<file path="config.mk">
export PLATFORM = sky130hd
export DESIGN_NAME = dsl_byte_tokenizer_core
export DESIGN_NICKNAME = d
export VERILOG_FILES = /design/src/design/dbt_pkg.sv /design/src/design/dsl_byte_tokenizer_core.sv
export VERILOG_INCLUDE_DIRS = /design/src /design/src/design
export SDC_FILE = /design/constraint.sdc
export NUM_CORES = 1
export LEC_CHECK = 0
export BUFFER_PORTS_ARGS = -buffer_cell sky130_fd_sc_hd__buf_2
export CAP_MARGIN = 15
export CELL_PAD_IN_SITES_DETAIL_PLACEMENT = 1
export CELL_PAD_IN_SITES_GLOBAL_PLACEMENT = 1
export CORE_ASPECT_RATIO = 1.75
export CORE_MARGIN = 4
export CORE_UTILIZATION = 54
export CTS_BUF_LIST = sky130_fd_sc_hd__clkbuf_16
export CTS_CLUSTER_SIZE = 12
export DETAILED_ROUTE_END_ITERATION = 8
export PLACE_DENSITY_LB_ADDON = 0.15
export SYNTH_ARGS = -nofsm -noshare
export SYNTH_HDL_FRONTEND = slang
export SYNTH_SLANG_ARGS = --single-unit
</file>
<file path="constraint.sdc">
create_clock -name clk -period 7.1 [get_ports clk]
set_input_delay 0 -clock clk [delete_from_list [all_inputs] [get_ports clk]]
set_output_delay 0 -clock clk [all_outputs]
set_load 0.02 [all_outputs]
</file>
<file path="src/design/dsl_byte_tokenizer_core_defines.svh">
// ----------------------------------------------------------------------------
// dsl_byte_tokenizer_core_defines
// Assertion macros shared by the tokenizer RTL. Expects clk and arst_n in scope.
// ----------------------------------------------------------------------------
`ifndef DSL_BYTE_TOKENIZER_CORE_DEFINES_SVH
`define DSL_BYTE_TOKENIZER_CORE_DEFINES_SVH

// same-cycle implication
`define DBT_ASSERT_IMP(lbl, ante, cons, msg) \
	lbl: assert property (@(posedge clk) disable iff (!arst_n) (ante) |-> (cons)) \
		else $error(msg);

// next-cycle implication
`define DBT_ASSERT_NXT(lbl, ante, cons, msg) \
	lbl: assert property (@(posedge clk) disable iff (!arst_n) (ante) |=> (cons)) \
		else $error(msg);

`endif

</file>
<file path="src/design/dbt_pkg.sv">
// ----------------------------------------------------------------------------
// dbt_pkg
// Types, token codes and character tables for the DSL byte tokenizer.
// ----------------------------------------------------------------------------
`default_nettype none

package dbt_pkg;

	localparam int POSITION_BITS_DEF = 16;
	localparam int KW_NUM            = 7;
	localparam int KW_TEXT_LEN       = 8;
	localparam int FIFO_DEPTH        = 4;

	typedef logic [7:0] byte_t;

	typedef enum logic [2:0] {
		MODE_IDLE   = 3'd0,
		MODE_SPACE  = 3'd1,
		MODE_PATH   = 3'd2,
		MODE_STRING = 3'd3,
		MODE_IDENT  = 3'd4
	} mode_t;

	localparam logic [4:0] TK_END     = 5'd0;
	localparam logic [4:0] TK_EOL     = 5'd1;
	localparam logic [4:0] TK_SPACE   = 5'd2;
	localparam logic [4:0] TK_IDENT   = 5'd3;
	localparam logic [4:0] TK_STRING  = 5'd4;
	localparam logic [4:0] TK_PATH    = 5'd5;
	localparam logic [4:0] TK_SEMI    = 5'd6;
	localparam logic [4:0] TK_EQ      = 5'd7;
	localparam logic [4:0] TK_LBRACE  = 5'd8;
	localparam logic [4:0] TK_RBRACE  = 5'd9;
	localparam logic [4:0] TK_LBRACK  = 5'd10;
	localparam logic [4:0] TK_RBRACK  = 5'd11;
	localparam logic [4:0] TK_PLUS    = 5'd12;
	localparam logic [4:0] TK_MINUS   = 5'd13;
	localparam logic [4:0] TK_STAR    = 5'd14;
	localparam logic [4:0] TK_SLASH   = 5'd15;
	localparam logic [4:0] TK_KW_BASE = 5'd16;

	localparam byte_t KW_TEXT [KW_NUM][KW_TEXT_LEN] = '{
		'{"w", "e", "b", "s", "i", "t", "e", 8'h00},
		'{"d", "a", "t", "a", 8'h00, 8'h00, 8'h00, 8'h00},
		'{"l", "o", "g", "i", "c", 8'h00, 8'h00, 8'h00},
		'{"l", "o", "a", "d", 8'h00, 8'h00, 8'h00, 8'h00},
		'{"u", "p", "d", "a", "t", "e", 8'h00, 8'h00},
		'{"a", "s", "s", "e", "r", "t", 8'h00, 8'h00},
		'{"i", "n", "c", "l", "u", "d", "e", 8'h00}
	};

	localparam logic [2:0] KW_LEN [KW_NUM] = '{3'd7, 3'd4, 3'd5, 3'd4, 3'd6, 3'd6, 3'd7};

	typedef struct packed {
		logic [4:0]  kind;
		logic [15:0] start;
		logic [15:0] length;
		logic        last;
	} tok_t;

	function automatic logic is_alpha(input byte_t c);
		return (c inside {["a":"z"], ["A":"Z"]});
	endfunction

	function automatic logic is_alnum(input byte_t c);
		return is_alpha(c) || (c inside {["0":"9"]});
	endfunction

	function automatic logic is_space(input byte_t c);
		return (c inside {" ", 8'h09, 8'h0D});
	endfunction

endpackage

`default_nettype wire

</file>
<file path="src/design/dsl_byte_tokenizer_core.sv">
// ----------------------------------------------------------------------------
// dsl_byte_tokenizer_core
// Streaming tokenizer: source bytes in, tokens (kind, start, length) out.
// ----------------------------------------------------------------------------
// Usage:
//   Source channel (src_valid/src_stall): one beat per source byte (kind = 0)
//   or an end-of-source beat (kind = 1) that closes any open run and yields an
//   end token of length 0, then rewinds the offset counter for a new source.
//   Token channel (tok_valid/tok_stall): one beat per token; last_of_run marks
//   the final token caused by a source beat. A byte that only extends a run
//   produces no token.
//   Flow: a source beat is captured in the input register, then classified
//   and written to the token queue once it has room, and its first token is
//   offered from the queue head.
//   Throughput: one source beat per cycle while the queue has room; one token
//   beat per cycle while tok_stall is low. A beat that yields two tokens
//   occupies two token beats. Source intake is gated by a four-entry token
//   queue: a byte is processed only while at most two entries are occupied.
//   Reset: scanner idle, offset zero, queue empty.
//   A stalled token channel holds its head token; once three entries are
//   occupied, a waiting source beat is stalled.
// ----------------------------------------------------------------------------
`default_nettype none
`include "dsl_byte_tokenizer_core_defines.svh"

module dsl_byte_tokenizer_core #(
	parameter int POSITION_BITS = dbt_pkg::POSITION_BITS_DEF
) (
	input  wire logic        clk,
	input  wire logic        arst_n,
	input  wire logic        src_valid,
	output logic             src_stall,
	input  wire logic        kind,
	input  wire logic [7:0]  char_byte,
	output logic             tok_valid,
	input  wire logic        tok_stall,
	output logic [4:0]       token_kind,
	output logic [15:0]      token_start,
	output logic [15:0]      token_length,
	output logic             last_of_run
);

	localparam int PTR_BITS = $clog2(dbt_pkg::FIFO_DEPTH);
	localparam int CNT_BITS = $clog2(dbt_pkg::FIFO_DEPTH + 1);

	typedef logic [POSITION_BITS-1:0] pos_t;

	function automatic pos_t sat_inc(input pos_t v);
		return (v == '1) ? v : v + pos_t'(1);
	endfunction

	function automatic logic [15:0] clamp16(input pos_t v);
		logic [31:0] w;
		w = 32'(v);
		return (w > 32'h0000_FFFF) ? 16'hFFFF : w[15:0];
	endfunction

	function automatic logic [dbt_pkg::KW_NUM-1:0] kw_update(
		input logic [dbt_pkg::KW_NUM-1:0] alive,
		input pos_t                       len,
		input dbt_pkg::byte_t             c
	);
		logic [dbt_pkg::KW_NUM-1:0] res;
		logic [31:0]                lw;
		res = alive;
		lw  = 32'(len);
		for (int k = 0; k < dbt_pkg::KW_NUM; k++) begin
			if (lw >= 32'(dbt_pkg::KW_LEN[k]))
				res[k] = 1'b0;
			else if (dbt_pkg::KW_TEXT[k][lw[2:0]] != c)
				res[k] = 1'b0;
		end
		return res;
	endfunction

	// input register
	logic                       valid_s1;
	logic                       kind_s1;
	dbt_pkg::byte_t             char_s1;

	// scanner state
	dbt_pkg::mode_t             mode_q, mode_d;
	pos_t                       pos_q, pos_d;
	pos_t                       rstart_q, rstart_d;
	pos_t                       rlen_q, rlen_d;
	logic [dbt_pkg::KW_NUM-1:0] alive_q, alive_d;

	// token queue
	dbt_pkg::tok_t              fifo_q [dbt_pkg::FIFO_DEPTH];
	logic [PTR_BITS-1:0]        rd_ptr_q, wr_ptr_q;
	logic [CNT_BITS-1:0]        cnt_q;

	logic                       proc;
	logic                       pop;
	logic                       ta_v, tb_v;
	dbt_pkg::tok_t              ta, tb;
	logic [4:0]                 run_kind;
	logic                       run_have;
	logic                       done;
	logic                       flush;
	pos_t                       flush_len;
	logic [1:0]                 push_n;
	dbt_pkg::tok_t              e0, e1;
	dbt_pkg::tok_t              head;

	assign proc      = valid_s1 && (cnt_q <= CNT_BITS'(dbt_pkg::FIFO_DEPTH - 2));
	assign src_stall = valid_s1 && !proc;
	assign pop       = tok_valid && !tok_stall;

	always_comb begin
		run_have = 1'b1;
		run_kind = dbt_pkg::TK_END;
		case (mode_q)
			dbt_pkg::MODE_SPACE:  run_kind = dbt_pkg::TK_SPACE;
			dbt_pkg::MODE_PATH:   run_kind = dbt_pkg::TK_PATH;
			dbt_pkg::MODE_STRING: run_kind = dbt_pkg::TK_STRING;
			dbt_pkg::MODE_IDENT: begin
				run_kind = dbt_pkg::TK_IDENT;
				for (int k = dbt_pkg::KW_NUM - 1; k >= 0; k--) begin
					if (alive_q[k] && (32'(rlen_q) == 32'(dbt_pkg::KW_LEN[k])))
						run_kind = dbt_pkg::TK_KW_BASE + 5'(k);
				end
			end
			default: run_have = 1'b0;
		endcase
	end

	always_comb begin
		mode_d    = mode_q;
		pos_d     = pos_q;
		rstart_d  = rstart_q;
		rlen_d    = rlen_q;
		alive_d   = alive_q;
		done      = 1'b0;
		flush     = 1'b0;
		flush_len = rlen_q;
		tb_v      = 1'b0;
		tb        = '0;

		if (kind_s1) begin
			flush    = 1'b1;
			tb_v     = 1'b1;
			tb.kind  = dbt_pkg::TK_END;
			tb.start = clamp16(pos_q);
		end else begin
			case (mode_q)
				dbt_pkg::MODE_SPACE: begin
					if (dbt_pkg::is_space(char_s1)) begin
						rlen_d = sat_inc(rlen_q);
						done   = 1'b1;
					end else begin
						flush = 1'b1;
					end
				end
				dbt_pkg::MODE_PATH: begin
					if (dbt_pkg::is_alnum(char_s1) || char_s1 == "\\" || char_s1 == "_") begin
						rlen_d = sat_inc(rlen_q);
						done   = 1'b1;
					end else begin
						flush = 1'b1;
					end
				end
				dbt_pkg::MODE_STRING: begin
					rlen_d    = sat_inc(rlen_q);
					flush_len = sat_inc(rlen_q);
					flush     = (char_s1 == "\"");
					done      = 1'b1;
				end
				dbt_pkg::MODE_IDENT: begin
					if (dbt_pkg::is_alnum(char_s1) || char_s1 == "_") begin
						alive_d = kw_update(alive_q, rlen_q, char_s1);
						rlen_d  = sat_inc(rlen_q);
						done    = 1'b1;
					end else begin
						flush = 1'b1;
					end
				end
				default: mode_d = dbt_pkg::MODE_IDLE;
			endcase
		end

		ta_v      = flush && run_have;
		ta        = '0;
		ta.kind   = run_kind;
		ta.start  = clamp16(rstart_q);
		ta.length = clamp16(flush_len);

		if (flush) begin
			mode_d  = dbt_pkg::MODE_IDLE;
			rlen_d  = '0;
			alive_d = '1;
		end

		if (kind_s1) begin
			pos_d    = '0;
			rstart_d = '0;
		end else begin
			if (!done) begin
				tb.start  = clamp16(pos_q);
				tb.length = 16'd1;
				tb_v      = 1'b1;
				case (char_s1)
					";":   tb.kind = dbt_pkg::TK_SEMI;
					"=":   tb.kind = dbt_pkg::TK_EQ;
					"{":   tb.kind = dbt_pkg::TK_LBRACE;
					"}":   tb.kind = dbt_pkg::TK_RBRACE;
					"[":   tb.kind = dbt_pkg::TK_LBRACK;
					"]":   tb.kind = dbt_pkg::TK_RBRACK;
					"+":   tb.kind = dbt_pkg::TK_PLUS;
					"-":   tb.kind = dbt_pkg::TK_MINUS;
					"*":   tb.kind = dbt_pkg::TK_STAR;
					"/":   tb.kind = dbt_pkg::TK_SLASH;
					8'h0A: tb.kind = dbt_pkg::TK_EOL;
					default: begin
						tb.kind = dbt_pkg::TK_END;
						if (dbt_pkg::is_space(char_s1) || char_s1 == "\\" || char_s1 == "\""
								|| dbt_pkg::is_alpha(char_s1) || char_s1 == "_") begin
							tb_v     = 1'b0;
							rstart_d = pos_q;
							rlen_d   = pos_t'(1);
							if (dbt_pkg::is_space(char_s1))
								mode_d = dbt_pkg::MODE_SPACE;
							else if (char_s1 == "\\")
								mode_d = dbt_pkg::MODE_PATH;
							else if (char_s1 == "\"")
								mode_d = dbt_pkg::MODE_STRING;
							else begin
								mode_d  = dbt_pkg::MODE_IDENT;
								alive_d = kw_update('1, '0, char_s1);
							end
						end
					end
				endcase
			end
			pos_d = sat_inc(pos_q);
		end

		ta.last = !tb_v;
		tb.last = 1'b1;
		e0      = ta_v ? ta : tb;
		e1      = tb;
		push_n  = 2'(ta_v) + 2'(tb_v);
	end

	always_ff @(posedge clk or negedge arst_n) begin
		if (!arst_n) begin
			valid_s1 <= 1'b0;
			mode_q   <= dbt_pkg::MODE_IDLE;
			pos_q    <= '0;
			rstart_q <= '0;
			rlen_q   <= '0;
			alive_q  <= '1;
			rd_ptr_q <= '0;
			wr_ptr_q <= '0;
			cnt_q    <= '0;
		end else begin
			if (!src_stall)
				valid_s1 <= src_valid;
			if (proc) begin
				mode_q   <= mode_d;
				pos_q    <= pos_d;
				rstart_q <= rstart_d;
				rlen_q   <= rlen_d;
				alive_q  <= alive_d;
				wr_ptr_q <= wr_ptr_q + PTR_BITS'(push_n);
			end
			if (pop)
				rd_ptr_q <= rd_ptr_q + PTR_BITS'(1);
			cnt_q <= cnt_q + (proc ? CNT_BITS'(push_n) : '0) - CNT_BITS'(pop);
		end
	end

	always_ff @(posedge clk) begin
		if (!src_stall && src_valid) begin
			kind_s1 <= kind;
			char_s1 <= char_byte;
		end
		if (proc && push_n != 2'd0)
			fifo_q[wr_ptr_q] <= e0;
		if (proc && push_n == 2'd2)
			fifo_q[wr_ptr_q + PTR_BITS'(1)] <= e1;
	end

	assign head         = fifo_q[rd_ptr_q];
	assign tok_valid    = (cnt_q != '0);
	assign token_kind   = head.kind;
	assign token_start  = head.start;
	assign token_length = head.length;
	assign last_of_run  = head.last;

	`DBT_ASSERT_IMP(a_zero_len_end, tok_valid && token_length == 16'd0, token_kind == dbt_pkg::TK_END && last_of_run, "zero-length token is not a final end token")
	`DBT_ASSERT_NXT(a_end_rewinds, proc && kind_s1, mode_q == dbt_pkg::MODE_IDLE && pos_q == '0, "end of source did not rewind scanner")
	`DBT_ASSERT_IMP(a_queue_bound, 1'b1, cnt_q <= CNT_BITS'(dbt_pkg::FIFO_DEPTH), "token queue overflow")
	`DBT_ASSERT_IMP(a_stall_full, src_stall, cnt_q > CNT_BITS'(dbt_pkg::FIFO_DEPTH - 2), "source stalled with queue room")

endmodule

`default_nettype wire

</file>
==> results of run 1 <==
## cell families after synthesis
kind of cell	Yosys count	share of synthesized area, %
AOI/OAI and AO/OA	325	20.5
xor gates and xnor gates	42	3.03
adders and majority gates	16	1.71
buffers and inverters	127	4.31
DFF	227	47.9
muxes	48	7.92
and+or+nand+nor	341	14.6
## area by class of cell
class,count,area [um2]
clock buffers,23,576
repair buffers,79,495
multi-input cells,772,5790
flip-flops and latches,227,5820
fillers,2336,8840
inverters,27,101
well taps,296,370
clock inverters,18,76.3
## sequential cells by signal, summed over array words and instances (netlist names)
register  cells
rlen_q       16
kind_s1       1
mode_q        3
valid_s1      1
char_s1       8
alive_q       7
wr_ptr_q      2
pos_q        16
rstart_q     16
rd_ptr_q      2
cnt_q         3
fifo_q      152
## worst max-delay path: stages (launching register included)
cell,delay (ns)
edfxtp_1,0.78
or4_4,0.67
o21ai_2,0.17
o21ai_1,0.19
o21ai_0,0.40
nand3_1,0.15
nand2_1,0.11
inv_1,0.06
ha_1,0.31
nor3_2,0.60
nor2_1,0.11
buf_4,0.23
inv_1,0.90
## metrics by stage
step | utilization, % | hold WS, ns | cell area (um2) | setup WS (ns)
2_1_floorplan | - | -0.296 | 12100 | 3.17
3_3_place_gp | 56.4 | 0.176 | 12500 | 2.15
3_5_place_dp | 56.4 | 0.179 | 12500 | 2.09
4_1_cts | 59.9 | 0.189 | 13200 | 2.02
5_1_grt | 59.9 | 0.210 | 13200 | 1.76
6_report | 59.9 | 0.146 | 13200 | 2.02
## cells in the final DEF (no fill, tap or decap), types with 13 or more instances in the layout
master,n
a21oi_1,39
a22o_1,44
a32o_1,64
buf_2,51
buf_4,16
clkbuf_16,23
dfrtp_1,57
dfxtp_1,68
edfxtp_1,93
ha_1,15
inv_1,37
mux4_2,38
nand2_1,97
nand3_1,28
nand4_1,21
nor2_1,72
nor2b_1,13
nor3_1,17
o21ai_0,60
o22ai_1,18
xnor2_1,30
## worst paths after layout
path / cells after the start / slack [ns] / from / to
max reg2reg: 12 / 2.02 / char_s1[2] / fifo_q[3][22]
min in group clk: 2 / 0.20 / kind / kind_s1
max in group asynchronous: 2 / 6.20 / arst_n / rd_ptr_q[0]
min reg2reg: 2 / 0.46 / fifo_q[1][7] / fifo_q[1][7]
max: 12 / 2.02 / char_s1[2] / fifo_q[3][22]
min: 2 / 0.15 / arst_n / rlen_q[5]
## power breakdown
part	leakage (nW)	internal [mW]	switching, mW
Combinational	2.15	0.572	1.06
Clock	0.371	0.585	0.502
Sequential	2.28	1.60	0.249
## routing by layer
layer | global-route usage (%) | wire [um] | vias up
met5 | 0 | 0 | -
met4 | 20.2 | 2620 | 0
met3 | 3.23 | 1520 | 167
met2 | 58.7 | 21000 | 320
met1 | 31.6 | 13200 | 4994
li1 | - | - | 4346
## cells in the mapped netlist (all sizes together) (6+ instances only)
cell type	count	share of area (%)
nand2b	11	0.57
ha	15	1.5
nor3	19	0.92
nand2	97	3.0
mux2i	6	0.50
o211ai	13	0.85
inv	25	0.77
and2	12	0.62
xor2	12	0.87
mux4	38	7.1
a22o	44	3.2
or3	12	0.66
xnor2	30	2.2
clkbuf	73	2.3
nor2	75	2.5
a41oi	6	0.43
a31oi	7	0.36
o22ai	19	1.1
o21ai	71	3.2
nand4	21	1.1
nor4	11	0.57
and3	11	0.57
a32o	64	5.3
o31ai	8	0.50
buf	27	1.2
nor2b	13	0.67
a21oi	40	1.7
dfstp	7	1.5
dfrtp	59	12
nand3	28	1.2
a211oi	9	0.56
dfxtp	68	11
edfxtp	93	23
==> summary.md, run 1 <==
| Metric | Value |
|---|---|
| Worst skew pair latency | 0.52 ns |
| Achievable frequency | 0.197 GHz |
| WP data arrival | 5.21 ns |
| First-pass GRT wire length | 60000 um |
| Diodes inserted | 0 |
| Die extent in y | 206 um |
| Mapped cell area | 12100 um2 |
| HP Class | primary input to async pin |
| Worst endpoint required time | 7.23 ns |
| Clock-pin slew on the worst setup and hold paths | 0.06 ns |
| Number of synthesized register bits | 227 |
| Core Area | 22100 um2 |
| YS warnings | 0 |
| Top_reg_cell synth | edfxtp_1 |
| Gpl congestion | 0.975 |
| Setup Buffers After CTS | 0 |
| Max-Cap Viols | 0 |
| Post-synth net total | 1155 |
| Total power | 4.57 mW |
| Initial antenna violation count | 1 |
| Clock root buffer | clkbuf_16 |
| Fin crit period | 5.08 ns |
| DRC | 0 |
| Critical Path Sink Type | flip-flop |
| Ys async rst share | 29.1% |
| Final TNS setup | 0 ns |
| Least-Margin Pin Slew | 1.22 ns |
| Layout area overhead | 9.06% |
| Nets | 1159 |
| Crit Path Class | flip-flop to flip-flop |
| Tcrit/Tclk final | 71.6% |
| Post-DR vias/cell | 6.81 |
| DP Cell Count | 1389 |
| Vias | 9827 |
| Final ANT Viol Nets | 0 |
| Iter 0 DRT Violations | 870 |
| Largest net degree at the start of global routing | 67 |
| Setup Skew | 0.0153 ns |
| Vias in the first global route | 10800 |
| Port bufs | 52 |
| Overflow after GRT | 0 |
| Status | completed |
| CTS tree | yes |
| Setup Viol. Count Final | 0 |
| Dpl hpwl | 26100 um |
| # IOs | 53 |
| RSZ-0062 raised after global routing | false |
| # hold bufs at CTS | 12 |
| Post-Synthesis Cells | 1126 |
| Layout cells sized above 1 | 15.2% |
| Die ar. | 25000 um2 |
| CTS resizes | 0 |
| Avg WL per Cell | 26.6 um |
| Fin. max-slew vios | 0 |
| CTS Sinks | 227 |
| Die width | 121 um |
| Post-synthesis cell type count | 87 |
| Pleak | 4.80 nW |
| Number of synthesized flops with an enable pin | 93 |
| Clock buffer depth | 3 |
| Seq/Total Area, Yosys | 47.9% |
| Final Hold Viols | 0 |
| # rows | 72 |
| Maximum vdd ir drop | 0.000222 V |
| CTS Buf Count | 23 |
| Total track usage | 31.0% |
| Non-Filler Instances | 1442 |
| First drt pass iteration count | 7 |
| Post-Route WL | 38400 um |
| Pwr Density | 345 nW/um2 |
| CP max FO | 29 |
| Slew headroom | 18.6% |
| Crit start category | flip-flop |
| Syn Area/Cell | 10.8 um2 |
| Starting Density | 55.0% |
| CTS HTree Levels | 1 |
(Power assumes the default switching activity.)
==> run 2, diff against run 1 <==
--- a/config.mk
+++ b/config.mk
@@ -6,13 +6,14 @@
 export SDC_FILE = /design/constraint.sdc
 export NUM_CORES = 1
 export LEC_CHECK = 0
+export ABC_AREA = 1
 export BUFFER_PORTS_ARGS = -buffer_cell sky130_fd_sc_hd__buf_2
 export CAP_MARGIN = 15
 export CELL_PAD_IN_SITES_DETAIL_PLACEMENT = 1
 export CELL_PAD_IN_SITES_GLOBAL_PLACEMENT = 1
 export CORE_ASPECT_RATIO = 1.75
 export CORE_MARGIN = 4
-export CORE_UTILIZATION = 54
+export CORE_UTILIZATION = 42
 export CTS_BUF_LIST = sky130_fd_sc_hd__clkbuf_16
 export CTS_CLUSTER_SIZE = 12
 export DETAILED_ROUTE_END_ITERATION = 8
==> constraint.sdc (replaced) <==
create_clock -name clk -period 4.1 [get_ports clk]
set_input_delay 0 -clock clk [delete_from_list [all_inputs] [get_ports clk]]
set_output_delay 0 -clock clk [all_outputs]
set_load 0.02 [all_outputs]
==> run 2 against run 1 <==
  * Global-route usage down 3.9 points
  * Die area rose by 35%
  * Power grew 130%
  * Critical path depth grew 9
  * Utilization decreased by 12 points
  * Cell area rose by 10%
  * Sequential share of layout area down 4.2 points
  * Fmax rose by 45%
  * Critical endpoint is now fifo_q[2][31]
==> summary.md, run 2 <==
| Metric | Value |
|---|---|
| Status | completed |
| Max-Cap Viols | 0 |
| Syn Area/Cell | 7.57 um2 |
| Largest net degree at the start of global routing | 79 |
| Worst endpoint required time | 4.36 ns |
| Vias in the first global route | 13200 |
| Port bufs | 52 |
| Number of synthesized flops with an enable pin | 93 |
| Iter 0 DRT Violations | 628 |
| Nets | 1801 |
| Pleak | 6.04 nW |
| Final TNS setup | 0 ns |
| Slew headroom | 31.5% |
| Area after DPL | 13800 um2 |
| Die width | 141 um |
| Vias | 12300 |
| Avg WL per Cell | 21.1 um |
| DRC | 0 |
| CTS Sinks | 227 |
| Post-Synthesis Cells | 1714 |
| Pre-CTS setup slack | 0.242 ns |
| Clock-pin slew on the worst setup and hold paths | 0.06 ns |
| Final Hold Viols | 0 |
| Top cells by count, synth | 381 x nand2_1, 195 x o21ai_0, 180 x nor2_1 |
| CP max FO | 11 |
| Layout area overhead | 12.6% |
| WP data arrival | 3.77 ns |
| Starting Density | 42.9% |
| Post-synthesis cell type count | 50 |
| HP Class | primary input to async pin |
| Mapped cell area | 13000 um2 |
| Setup Skew | 0.00935 ns |
| Tcrit/Tclk final | 85.7% |
| Setup Viol. Count Final | 0 |
| # IOs | 53 |
| Top-count cell post-synth | nand2_1 |
| Top-area cell type share of the netlist area | 21.5% |
| Most frequent cells in the layout | 380 x nand2_1, 195 x o21ai_0, 179 x nor2_1, 151 x inv_1, 151 x nand3_1 |
| Achievable frequency | 0.285 GHz |
| Largest Register | fifo_q |
| Post-DR vias/cell | 5.68 |
| Post-synth net total | 1743 |
| Clock buffer depth | 3 |
| Setup ws final | 0.588 ns |
| Layout fillers | 3797 |
| Crit Path Class | flip-flop to flip-flop |
| Die extent in y | 241 um |
| Top_reg_cell synth | edfxtp_1 |
| RSZ-0062 raised after global routing | false |
| Post-route design area | 14600 um2 |
| CTS tree | yes |
| Maximum vdd ir drop | 0.000372 V |
| Number of flip-flops in the largest register | 152 |
| Diodes inserted | 0 |
| Core Area | 30300 um2 |
| Least-Margin Pin Slew | 1.03 ns |
| Clock root buffer | clkbuf_16 |
| Worst skew pair latency | 0.53 ns |
| Fin. max-slew vios | 0 |
| Fin crit period | 3.51 ns |
| Critical Path Sink Type | flip-flop |
| # rows | 84 |
| Gpl congestion | 0.977 |
| YS warnings | 0 |
| Final ANT Viol Nets | 0 |
| Area contributors post-synth | edfxtp_1 22%, dfrtp_1 11%, nand2_1 11% |
| Overflow after GRT | 0 |
| CTS Buf Count | 24 |
| Pwr Density | 732 nW/um2 |
| First-pass GRT wire length | 72700 um |
| Seq/Total Area, Yosys | 44.8% |
| Synth area leader | edfxtp_1 |
| Number of synthesized register bits | 227 |
| Initial antenna violation count | 0 |
| Post-Route WL | 45800 um |
| First drt pass iteration count | 5 |
| Commonest non-fill, non-tap cell in the layout | nand2_1 |
| Ys async rst share | 29.1% |
| Dpl hpwl | 33100 um |
| Die ar. | 33900 um2 |
| CTS HTree Levels | 1 |
| Layout cells sized above 1 | 11.4% |
| Total track usage | 27.1% |
| Crit start category | flip-flop |
## run 2: cell types whose count changed after synthesis, sizes merged, moves of 17 or more
cell   change
nor2     +110
inv      +124
xor2      +22
xnor2     -27
a22o      -44
a32o      -64
nand3    +124
nand2    +316
o22ai     +33
mux4      -38
a21oi     -17
o21ai    +203
## run 2: routing by layer
metal | wire length [um] | GRT usage, %
met2 | 25100 | 53.0
met1 | 17100 | 29.1
met4 | 2240 | 12.5
met3 | 1300 | 2.28
met5 | 0 | 0
## run 2: stage by stage
step	power, mW	util (%)	instances	hold WS, ns
detailed placement	8.69	45.5	2121	0.0531
floorplan	6.72	-	1714	-0.296
global route	11.4	48.3	2175	0.0686
global placement	8.55	45.5	2121	0.0500
finish	10.7	48.3	2175	0.0269
CTS	10.8	48.3	2175	0.0280
## run 2: area by class of cell
type | instances | area, um2 | area share, %
multi-input combinational | 1250 | 6200 | 42.5
clock inverter | 16 | 71.3 | 0.488
clock buffer | 26 | 651 | 4.45
tap | 387 | 484 | 3.31
sequential | 227 | 5820 | 39.8
timing repair buffer | 117 | 816 | 5.58
inverter | 152 | 571 | 3.90
## run 2: what timing repair did
item,CTS,global route
setup buffers,0,0
endpoints found under the hold margin,44,0
hold buffers,12,0
endpoints found under the setup margin,0,40
resized for setup,0,1
## run 2: worst max-delay path: stages (launching register included)
cell	delay, ns
edfxtp_1	0.56
inv_2	0.21
nand2_2	0.11
nor2_1	0.16
nand2_1	0.07
nand2_1	0.08
nand2_2	0.09
a21oi_4	0.22
nor2_1	0.10
nand2_1	0.11
nand2_2	0.06
o21ai_1	0.15
inv_1	0.07
ha_1	0.20
inv_1	0.06
nor2_1	0.04
inv_2	0.12
nor3_1	0.06
buf_4	0.17
inv_1	0.22
buf_4	0.25
o21ai_0	0.12
## run 2: worst paths after layout
check | from | end | slack, ns | cells after the start
worst max-delay path | char_s1[1] | fifo_q[2][31] | 0.59 | 21
worst min-delay path | arst_n | rlen_q[10] | 0.03 | 2
worst max register to register | char_s1[1] | fifo_q[2][31] | 0.59 | 21
worst min register to register | fifo_q[1][5] | fifo_q[1][5] | 0.45 | 2
max in group asynchronous | arst_n | rstart_q[5] | 3.04 | 3
min in group clk | char_byte[7] | char_s1[7] | 0.18 | 2
## run 2: kinds of logic after synthesis
kind of cell / after synthesis / synth area share (%)
flops: 227 / 44.8
fa+ha+maj: 16 / 1.60
simple gates: 820 / 27.7
buf+inv: 237 / 7.63
compound gates: 377 / 15.8
xor+xnor: 37 / 2.50
## run 2: report_power, final
part	leakage, nW	total, mW	switching, mW	internal (mW)
clock network	0.398	2.04	0.909	1.13
registers	2.29	3.14	0.233	2.91
logic	3.35	5.52	4.10	1.41
==> run 3, diff against run 2 <==
--- a/config.mk
+++ b/config.mk
@@ -6,14 +6,13 @@
 export SDC_FILE = /design/constraint.sdc
 export NUM_CORES = 1
 export LEC_CHECK = 0
-export ABC_AREA = 1
 export BUFFER_PORTS_ARGS = -buffer_cell sky130_fd_sc_hd__buf_2
 export CAP_MARGIN = 15
 export CELL_PAD_IN_SITES_DETAIL_PLACEMENT = 1
 export CELL_PAD_IN_SITES_GLOBAL_PLACEMENT = 1
 export CORE_ASPECT_RATIO = 1.75
 export CORE_MARGIN = 4
-export CORE_UTILIZATION = 42
+export CORE_UTILIZATION = 45
 export CTS_BUF_LIST = sky130_fd_sc_hd__clkbuf_16
 export CTS_CLUSTER_SIZE = 12
 export DETAILED_ROUTE_END_ITERATION = 8
==> run 3 against run 2 <==
  * Sequential cell count unchanged
  * Hold slack improved by 0.13 ns
  * Global-route usage shrank 1.3 points
  * Via count shrank 22%
  * Register-to-register slack worse by 0.22 ns
  * Power is 23% lower
  * Combinational power fell by 44%
  * First-iteration DRC count shrank 22%
  * Clock power about the same
  * Cell count shrank 31%
  * Largest cell class is now sequential cells
  * Highest routed layer unchanged
==> summary.md, run 3 (same netlist as run 1, synthesis figures left out) <==
| Metric | Value |
|---|---|
| Crit Path Class | flip-flop to flip-flop |
| Clock buffer depth | 3 |
| Tcrit/Tclk final | 91.1% |
| Total track usage | 25.8% |
| Multi-input logic area | 5800 um2 |
| Maximum vdd ir drop | 0.000415 V |
| Max-Cap Viols | 0 |
| CP max stage delay | 0.64 ns |
| Commonest non-fill, non-tap cell in the layout | nand2_1 |
| Post-route design area | 13600 um2 |
| Overflow after GRT | 0 |
| Worst endpoint required time | 4.27 ns |
| Most frequent cells in the layout | 97 x nand2_1, 93 x edfxtp_1, 72 x nor2_1, 68 x dfxtp_1, 64 x a32o_1 |
| Pre-CTS setup slack | 0.252 ns |
| Worst skew pair latency | 0.52 ns |
| Vias | 9669 |
| Port bufs | 52 |
| CTS tree | yes |
| Worst path cell trace | or4_4 -> o21ai_2 -> o21ai_1 -> o21ai_1 -> nand3_1 -> nand2_1 -> inv_1 -> ha_1 -> or4_1 -> and2_1 -> inv_1 -> buf_4 |
| WP data arrival | 3.90 ns |
| Gpl congestion | 0.949 |
| Least-Margin Pin Slew | 1.12 ns |
| Vias in the first global route | 10500 |
| Die width | 132 um |
| Setup Skew | 0.0212 ns |
| Crit start category | flip-flop |
| Clock-pin slew on the worst setup and hold paths | 0.06 ns |
| Diodes inserted | 0 |
| Dpl hpwl | 27100 um |
| CP max FO | 22 |
| Clock root buffer | clkbuf_16 |
| RSZ-0062 raised after global routing | false |
| Setup ws final | 0.365 ns |
| Die extent in y | 225 um |
| Pleak | 5.02 nW |
| CTS Sinks | 227 |
| Reg-to-reg setup timing slack | 0.37 ns |
| Layout fillers | 2844 |
| Number of flip-flops in the largest register | 152 |
| Setup Viol. Count Final | 0 |
| Final TNS setup | 0 ns |
| Critical Path Sink Type | flip-flop |
| Largest Register | fifo_q |
| # rows | 79 |
| FF/Latch Area | 5820 um2 |
| First drt pass iteration count | 5 |
| Iter 0 DRT Violations | 488 |
| Layout area overhead | 12.2% |
| Fin Hold WS | 0.159 ns |
| Slowest CP cell | or4_1 |
| DRC | 0 |
| Slew headroom | 24.6% |
| Status | completed |
| Layout cells sized above 1 | 17.9% |
| Final Hold Viols | 0 |
| Post-DR vias/cell | 6.42 |
| Pwr Density | 602 nW/um2 |
| Post-Route WL | 38300 um |
| Worst path bufs/invs | 3 |
| Area after DPL | 12800 um2 |
| Core Area | 26600 um2 |
| Final ANT Viol Nets | 0 |
| CTS Buf Count | 24 |
| Fin crit period | 3.73 ns |
| CTS HTree Levels | 1 |
| First-pass GRT wire length | 60500 um |
| # IOs | 53 |
| Fin. max-slew vios | 0 |
| Initial antenna violation count | 0 |
| Largest net degree at the start of global routing | 67 |
| Achievable frequency | 0.268 GHz |
| Die ar. | 29700 um2 |
| Avg WL per Cell | 25.4 um |
| CP delay by family, top | simple AND/OR/NAND/NOR gates |
| Starting Density | 45.6% |
| Nets | 1193 |
| Setup Buffers After CTS | 0 |
| HP Class | primary input to async pin |
==> run 3: changes by cell type in the layout (fill, tap and decap cells not counted), sizes merged, moves of 44 or more <==
cell / delta
nand2: -316
o21ai: -203
a32o: +64
a22o: +44
inv: -123
nor2: -110
nand3: -124
==> run 3: timing repair <==
item	CTS	global route
hold buffers	12	0
gates resized for setup	0	2
hold endpoints to repair	71	0
endpoints found under the setup margin	0	21
==> run 3: layer usage <==
layer  wire (um)  part of all wire [%]  track usage [%]
met1       13800                    36             27.7
met2       21800                    57             51.3
met3        1290                   3.4             2.32
met4        1520                   4.0             10.5
met5           0                     0                0
==> run 3: final timing paths <==
path,start,end,cells after the start
max,char_s1[2],fifo_q[0][30],12
min,arst_n,rlen_q[9],2
max reg2reg,char_s1[2],fifo_q[0][30],12
min reg2reg,fifo_q[0][11],fifo_q[0][11],2
max in group asynchronous,arst_n,rd_ptr_q[0],2
min in group clk,char_byte[7],char_s1[7],2
==> run 3: layout make-up <==
cell class              instances  share of cell area (%)
clock inverters                19                   0.772
well taps                     324                    2.98
clock buffers                  25                    4.60
flip-flops and latches        227                    42.7
inverters                      27                   0.745
repair buffers                112                    5.55
multi-input cells             772                    42.6
==> run 3: per-stage QoR <==
stage / std cells / utilization (%) / total power [mW]
floorplan: 1126 / - / 5.09
global placement: 1450 / 48.0 / 6.15
detailed placement: 1450 / 48.0 / 6.21
CTS: 1506 / 51.2 / 8.27
global route: 1506 / 51.2 / 8.60
finish: 1506 / 51.2 / 8.19
==> run 3: power breakdown <==
part	total, mW	internal, mW	switching [mW]
Sequential	3.06	2.76	0.306
Combinational	3.08	1.09	1.99
Clock	2.04	1.16	0.883
Total	8.19	5.01	3.18
